## config.mk

```make
export PLATFORM = sky130hd
export DESIGN_NAME = key_demux_with_backpressure
export DESIGN_NICKNAME = d
export VERILOG_FILES = /design/src/rtl/kdemux_pkg.sv /design/src/rtl/key_demux_with_backpressure.sv
export SDC_FILE = /design/constraint.sdc
export NUM_CORES = 1
export LEC_CHECK = 0
export BUFFER_PORTS_ARGS = -buffer_cell sky130_fd_sc_hd__buf_4
export CELL_PAD_IN_SITES_DETAIL_PLACEMENT = 1
export CELL_PAD_IN_SITES_GLOBAL_PLACEMENT = 1
export CORE_MARGIN = 3
export CORE_UTILIZATION = 45
export CTS_CLUSTER_DIAMETER = 50
export DETAILED_ROUTE_END_ITERATION = 10
export PLACE_DENSITY_LB_ADDON = 0.12
export RECOVER_POWER = 50
export SETUP_SLACK_MARGIN = 0.05
export SLEW_MARGIN = 10
export SYNTH_ARGS = -nofsm -noshare
export SYNTH_HDL_FRONTEND = slang
export SYNTH_SLANG_ARGS = --single-unit
```

## constraint.sdc

```tcl
create_clock -name clk -period 6.3 [get_ports clk]
set_input_delay 0.945 -clock clk [delete_from_list [all_inputs] [get_ports clk]]
set_output_delay 0.945 -clock clk [all_outputs]
set_load 0.1 [all_outputs]
```

## src/rtl/kdemux_pkg.sv

```systemverilog
// Shared types and constants for the key-matching demultiplexer.
// Holds the request and result structs, operation and drop codes, and the
// configuration register indexes. No dependencies.
`timescale 1ns / 1ps
`default_nettype none

package kdemux_pkg;

  // Block dimensions
  localparam int NUM_KEYS    = 4;
  localparam int NUM_FIELDS  = 4;
  localparam int VALUE_WIDTH = 32;
  localparam int NUM_PORTS   = NUM_KEYS + 1;
  localparam int TOTAL_W     = $clog2(NUM_PORTS + 1);

  // Operation codes
  localparam logic OP_PUSH    = 1'b0;
  localparam logic OP_UNBLOCK = 1'b1;

  // Drop reasons
  localparam logic [1:0] DROP_NONE         = 2'd0;
  localparam logic [1:0] DROP_ALL_BLOCKED  = 2'd1;
  localparam logic [1:0] DROP_DEST_BLOCKED = 2'd2;

  // Configuration register indexes
  localparam logic [2:0] CFG_KEYS_IN_USE = 3'd0;
  localparam logic [2:0] CFG_MATCH_FIELD = 3'd1;
  localparam logic [2:0] CFG_KEY_ZERO    = 3'd2;
  localparam logic [2:0] CFG_KEY_ONE     = 3'd3;
  localparam logic [2:0] CFG_KEY_TWO     = 3'd4;
  localparam logic [2:0] CFG_KEY_THREE   = 3'd5;

  typedef struct packed {
    logic        operation;
    logic [31:0] field_zero;
    logic [31:0] field_one;
    logic [31:0] field_two;
    logic [31:0] field_three;
    logic [2:0]  unblock_port;
    logic        dest_accepts_more;
  } in_item_t;

  typedef struct packed {
    logic       forwarded;
    logic [2:0] dest_port;
    logic       input_ready;
    logic [1:0] drop_reason;
    logic       callback_held;
    logic       callback_overrun;
    logic       upstream_wakeup;
  } out_item_t;

endpackage

`default_nettype wire

```

## src/rtl/key_demux_with_backpressure.sv

```systemverilog
// Top level of the key-matching demultiplexer: request register, routing
// and blocking logic, result register and configuration registers.
// Depends on kdemux_pkg.
`timescale 1ns / 1ps
`default_nettype none

// Usage
//   in_valid/in_ready/in_data carry one request per accepted edge: either a
//   tuple push (field words plus a flag saying whether the chosen output
//   blocks afterwards) or an unblock of one output.
//   out_valid/out_ready/out_data return exactly one result per request:
//   routing decision, drop reason, readiness and wakeup flags.
//   cfg_valid/cfg_ready/cfg_index/cfg_data write the key count, the match
//   field selector and the four keys; cfg_ready is always high. Write
//   configuration only while no request is in flight.
// Pipeline and throughput
//   A request is registered on entry and moves into the result register
//   once that is free; out_valid rises as it moves, so a stalled result
//   holds it back. One request per cycle is sustained while out_ready is
//   high: the key compares, the priority pick and the blocked-mark update
//   all sit in the single stage between the request register and the
//   result register.
// Reset and stalls
//   rst (synchronous) clears all blocked marks, the blocked count and the
//   held wakeup, and restores keys_in_use to 4, match_field and keys to 0.
//   When out_ready is low the result register holds; the request register
//   still fills, and in_ready falls only when both are occupied.
module key_demux_with_backpressure
  import kdemux_pkg::*;
(
  input  wire logic        clk,
  input  wire logic        rst,
  input  wire logic        in_valid,
  output logic             in_ready,
  input  wire in_item_t    in_data,
  output logic             out_valid,
  input  wire logic        out_ready,
  output out_item_t        out_data,
  input  wire logic        cfg_valid,
  output logic             cfg_ready,
  input  wire logic [2:0]  cfg_index,
  input  wire logic [31:0] cfg_data
);

  // Configuration registers
  logic [2:0]                   keys_in_use;
  logic [1:0]                   match_field;
  logic [NUM_KEYS-1:0][31:0]    key_table;

  // Routing state
  logic [NUM_PORTS-1:0]         blocked_marks;
  logic [NUM_PORTS-1:0]         blocked_marks_next;
  logic [TOTAL_W-1:0]           blocked_total;
  logic [TOTAL_W-1:0]           blocked_total_next;
  logic                         wakeup_pending;
  logic                         wakeup_pending_next;

  // Request register
  logic                         req_valid;
  in_item_t                     req;
  logic                         advance;

  out_item_t                    res;
  logic [2:0]                   active;

  assign cfg_ready = 1'b1;

  // Advance the request into the result register whenever that is free
  assign advance  = !out_valid || out_ready;
  assign in_ready = !req_valid || advance;

  // Configuration writes
  always_ff @(posedge clk) begin
    if (rst) begin
      keys_in_use <= 3'd4;
      match_field <= 2'd0;
      key_table   <= '0;
    end else if (cfg_valid && cfg_ready) begin
      if (cfg_index == CFG_KEYS_IN_USE) begin
        keys_in_use <= cfg_data[2:0];
      end
      if (cfg_index == CFG_MATCH_FIELD) begin
        match_field <= cfg_data[1:0];
      end
      for (int i = 0; i < NUM_KEYS; i++) begin
        if (cfg_index == 3'(CFG_KEY_ZERO + i)) begin
          key_table[i] <= cfg_data;
        end
      end
    end
  end

  // Request register: hold while the result side stalls
  always_ff @(posedge clk) begin
    if (rst) begin
      req_valid <= 1'b0;
    end else if (in_ready) begin
      req_valid <= in_valid;
    end
  end

  always_ff @(posedge clk) begin
    if (in_ready && in_valid) begin
      req <= in_data;
    end
  end

  assign active = (keys_in_use > 3'(NUM_KEYS)) ? 3'(NUM_KEYS) : keys_in_use;

  // Route or unblock, and work out the next blocking state
  always_comb begin
    logic [1:0]             sel;
    logic [31:0]            value;
    logic [2:0]             dest;
    logic                   found;
    logic [TOTAL_W-1:0]     total_after;

    blocked_marks_next  = blocked_marks;
    blocked_total_next  = blocked_total;
    wakeup_pending_next = wakeup_pending;
    res                 = '0;
    res.input_ready     = 1'b1;
    res.drop_reason     = DROP_NONE;
    sel                 = (32'(match_field) >= 32'(NUM_FIELDS)) ?
                          2'(NUM_FIELDS - 1) : match_field;
    value               = req.field_zero;
    dest                = active;
    found               = 1'b0;
    total_after         = blocked_total;

    case (sel)
      2'd0:    value = req.field_zero;
      2'd1:    value = req.field_one;
      2'd2:    value = req.field_two;
      default: value = req.field_three;
    endcase

    // First matching key among the active ones wins
    for (int i = 0; i < NUM_KEYS; i++) begin
      if (!found && (3'(i) < active) &&
          (key_table[i][VALUE_WIDTH-1:0] == value[VALUE_WIDTH-1:0])) begin
        dest  = 3'(i);
        found = 1'b1;
      end
    end

    if (req.operation == OP_UNBLOCK) begin
      // Clear one mark and fire any held wakeup
      if ((32'(req.unblock_port) < 32'(NUM_PORTS)) && blocked_marks[req.unblock_port]) begin
        blocked_marks_next[req.unblock_port] = 1'b0;
        if (blocked_total != '0) begin
          total_after = blocked_total - 1'b1;
        end
      end
      blocked_total_next  = total_after;
      res.upstream_wakeup = wakeup_pending;
      wakeup_pending_next = 1'b0;
      res.input_ready     = (total_after <= TOTAL_W'(active));
    end else if (blocked_total > TOTAL_W'(active)) begin
      // Every output blocked: drop and hold the upstream wakeup
      res.input_ready      = 1'b0;
      res.drop_reason      = DROP_ALL_BLOCKED;
      res.callback_overrun = wakeup_pending;
      res.callback_held    = !wakeup_pending;
      wakeup_pending_next  = 1'b1;
    end else begin
      res.dest_port = dest;
      if (blocked_marks[dest]) begin
        res.drop_reason = DROP_DEST_BLOCKED;
      end else begin
        res.forwarded = 1'b1;
        if (!req.dest_accepts_more) begin
          blocked_marks_next[dest] = 1'b1;
          total_after              = blocked_total + 1'b1;
          blocked_total_next       = total_after;
          if (total_after > TOTAL_W'(active)) begin
            res.input_ready      = 1'b0;
            res.callback_overrun = wakeup_pending;
            res.callback_held    = !wakeup_pending;
            wakeup_pending_next  = 1'b1;
          end
        end
      end
    end
  end

  // Commit state as the request moves into the result register
  always_ff @(posedge clk) begin
    if (rst) begin
      blocked_marks  <= '0;
      blocked_total  <= '0;
      wakeup_pending <= 1'b0;
    end else if (req_valid && advance) begin
      blocked_marks  <= blocked_marks_next;
      blocked_total  <= blocked_total_next;
      wakeup_pending <= wakeup_pending_next;
    end
  end

  // Result register
  always_ff @(posedge clk) begin
    if (rst) begin
      out_valid <= 1'b0;
    end else if (advance) begin
      out_valid <= req_valid;
    end
  end

  always_ff @(posedge clk) begin
    if (advance && req_valid) begin
      out_data <= res;
    end
  end

  // Checks
  a_total_matches_marks: assert property (@(posedge clk) disable iff (rst)
    32'(blocked_total) == $countones(blocked_marks))
    else $error("blocked count differs from number of blocked marks");

  a_forward_no_drop: assert property (@(posedge clk) disable iff (rst)
    (out_valid && out_data.forwarded) |-> (out_data.drop_reason == DROP_NONE))
    else $error("forwarded result carries a drop reason");

  a_held_sets_pending: assert property (@(posedge clk) disable iff (rst)
    (req_valid && advance && res.callback_held) |=> wakeup_pending)
    else $error("held wakeup not recorded");

  a_idle_state_stable: assert property (@(posedge clk) disable iff (rst)
    !req_valid |=> ($stable(blocked_marks) && $stable(wakeup_pending)))
    else $error("blocking state changed with no request");

endmodule

`default_nettype wire
```

==> flow_summary.toml <==
[setup_path]
critical_path_buf_inv_count = 1
critPathRequiredTime_ps = 6540
arrival_ps = 5160
cp-end-kind = "flip-flop"
crit_family = "simple AND/OR/NAND/NOR gates"
setup.worst_path.class = "reg -> reg"
worstPathMaxFanout = 40
critPathLaunchType = "flip-flop"
cpPeakStageDelay_ps = 1000
crit_path_top_delay_cell = "dfxtp_2"
path_common_cell = "a221o_1"
path_cells = "buf_4 > mux4_2 > a22o_1 > a221o_1 > or3_1 > nor4_2 > and2_1 > o21bai_1 > a221o_1 > and2_4 > nor3_1 > o22ai_1"

[route]
drtPass1Iterations = 7
drtAntennaViolNets = 0
vias_per_cell = 5.66
wl_um = 41700
vias = 10200
drc_errors = 0
routedWlPerCell_um = 23.2
drt_iter0_drc = 872

[status]
violations = "capacitance limit, slew limit"
status = "complete, but fails checks"

[synth]
synth_top_family_by_area = "simple AND/OR/NAND/NOR gates"
synth-async-reset-ratio = 0
synthAdderAreaFrac = 0.0114
avgSynthCellArea_um2 = 10.7
synthMuxAreaShare = 0.0959
yosysSeqAreaShare = 0.547
ys_top_cells_by_area = "edfxtp_1 (33%), dfxtp_1 (22%), nand2_1 (7.8%)"
synthSimpleGateAreaFrac = 0.129
synth_cells = 1228
synth_compound_area_frac = 0.116
ys_types = 68
synth_seq_cells = 287
synth_top_area_frac = 0.327
synth-edff-count = 143
synth-xor-area-share = 0.0681
netlist_area_mm2 = 0.0131
syn_nets = 1413
synth-main-ff-cell = "dfxtp_1"
synth_top_cell_by_area = "edfxtp_1"
ys_warn_count = 0

[grt]
overflow = 0
antenna_found_initial = 0
grt_use_total = 0.264
grt_max_degree = 84
grt_pass1_vias = 10600
grt_pass1_wl_um = 62800

[place]
gp_congestion = 0.943
dp_hpwl_um = 30100
postPlaceCellArea_mm2 = 0.0148
io_buffer_count = 184

[sta]
finalSetupViolations = 0
fin_crit_sh = 0.780
holdWs_ps = 468
skew_ps = 14.4
max_slew.worst_pin.slew_ps = 4070
tns_ps = 0
layout_min_cycle_time_ps = 4920
slew_headroom = -1.72
max_clock_freq_mhz = 203
grt_setup_unrepaired = "false"
hold_violations = 0
slew_viol_final = 147

[layout]
area_growth_pct = 21.8
nets = 1579
num-fill-cells = 3100
n_antenna_cell = 0
drive_above_1_share = 0.214
fin_area_mm2 = 0.0160

[flow_run]
maxCapViolCount = 2

[cts]
clkSinkCount = 287
cts_resized = 0
cts_root_buffer = "clkbuf_16"
ctsHoldBuffers = 0
cts_buffer_depth = 3
clock_latency_ps = 520
cts_tree = "yes"
htree_levels = 2
path_clk_slew_ps = 60
postCtsSetupBuffers = 0
numCtsBuffers = 36

[floorplan]
start_util = 0.465
core_area_mm2 = 0.0282
die-area_mm2 = 0.0312
io_pins = 186
die_w_um = 177
rows = 61
fp.dieH_um = 177

[pwr]
p_leak_nw = 5.50
power_density_mw_per_mm2 = 288
vdd_ir_drop_max_mv = 0.244

[worst_hold_path]
worstHoldPathType = "reg -> reg"
-- layout make-up --
type                            instances  area (um2)  share of cell area
Tap cell                              378         473              0.0296
Sequential cell                       287        7180               0.450
Timing Repair Buffer                  193        1450              0.0910
Inverter                               33         124             0.00775
Clock buffer                           46        1010              0.0634
Multi-Input combinational cell        843        5550               0.347
Clock inverter                         18         185              0.0116
-- per-stage QoR --
| stage | cells | util | total power, W | setup WS [ps] |
|---|---|---|---|---|
| finish | 1798 | 0.566 | 0.00460 | 1380 |
| global route | 1798 | 0.566 | 0.00475 | 1030 |
| CTS | 1798 | 0.566 | 0.00464 | 1460 |
| detailed placement | 1734 | 0.524 | 0.00256 | 1540 |
| global placement | 1734 | 0.524 | 0.00255 | 1710 |
| floorplan | 1228 | - | 0.00235 | 953 |
-- registers in the layout (all words and copies together) (netlist names) --
register and cells:
req 133, key_table 128, out_data 10, blocked_marks 5, blocked_total 3, keys_in_use 3, match_field 2, out_valid 1
req_valid 1, wakeup_pending 1
-- routing by layer --
layer,up-vias,global-route usage,wire [um]
li1,4725,-,-
met1,5029,0.354,18100
met2,337,0.429,19500
met3,78,0.0573,2800
met4,0,0.0867,1300
met5,-,0,0
-- worst register-to-register path: cells and delay by family (launching register included) --
kind	cells	cell delay (ps)
AND/OR/NAND/NOR	5	1730
multiplexers	1	380
buffers and inverters	1	400
AO/OA/AOI/OAI	5	1130
flip-flops	1	1000
-- report_power, final --
part,switching [W],leakage [nW],internal [W]
logic,0.000251,2.35,0.000175
clock network,0.000809,0.585,0.00127
registers,0.0000539,2.56,0.00204
total,0.00111,5.50,0.00349
-- cell usage after synthesis (3+ instances only) --
library cell / number
edfxtp_1: 143
a22oi_1: 4
a31oi_1: 8
o21ai_0: 16
buf_6: 3
a32oi_1: 3
inv_1: 32
a21oi_1: 148
o2111ai_1: 5
a2111oi_0: 3
nor4_2: 3
nor3_1: 11
a221o_1: 3
a21o_1: 3
nor2_1: 32
xnor2_1: 82
o22ai_1: 15
nand3_1: 10
ha_1: 12
a211oi_1: 5
or2_2: 4
o2bb2ai_1: 4
mux2_2: 5
buf_4: 7
nor2b_1: 9
o211ai_1: 4
o221ai_1: 4
and2_1: 8
nand2b_1: 6
buf_2: 4
dfxtp_1: 144
xor2_1: 20
mux2i_1: 48
clkbuf_1: 50
a221oi_1: 4
nand4_1: 18
nand2_1: 273
nor4_1: 7
mux4_2: 32
-- logic make-up after synthesis --
| family | Yosys count |
|---|---|
| AO/OA/AOI/OAI | 252 |
| buffers and inverters | 98 |
| AND/OR/NAND/NOR | 391 |
| adder cells (fa/ha/maj) | 12 |
| XOR/XNOR | 102 |
| multiplexers | 85 |
| flip-flops | 287 |
| other | 1 |
-- path summary, 6_finish.rpt --
check	from	endpoint	slack, ps	cells after the start
hold reg to reg	key_table[82]$_SDFFE_PP0P_	key_table[82]$_SDFFE_PP0P_	470	2
hold / removal	key_table[82]$_SDFFE_PP0P_	key_table[82]$_SDFFE_PP0P_	470	2
setup reg to reg	match_field[1]$_SDFFE_PP0P_	out_data[5]$_DFFE_PP_	1380	12
setup / recovery	match_field[1]$_SDFFE_PP0P_	out_data[5]$_DFFE_PP_	1380	12
-- layout by cell type, fill, tap and decap left out, drive strengths merged, types with 3 or more instances in the layout --
cell,netlist,routed
a221oi,4,4
nor2,32,32
o211ai,4,4
a32oi,3,3
nand3,10,10
ha,12,12
a221o,3,3
mux2i,48,48
a31oi,8,8
xor2,20,20
bufinv,0,3
a21oi,149,149
mux4,32,32
nand2b,6,6
and2,9,9
clkbuf,50,181
nand2,273,273
a2111oi,3,3
o2bb2ai,4,4
a21o,3,3
xnor2,82,82
mux2,5,5
clkinvlp,0,3
o221ai,4,4
a22oi,4,4
nor3,11,11
nand4,18,18
or2,5,5
o22ai,15,15
nor2b,9,9
a211oi,5,5
edfxtp,143,143
o21ai,16,16
o2111ai,5,5
buf,15,58
inv,32,37
dfxtp,144,144
clkinv,1,8
nor4,10,10
(Power assumes the default switching activity.)
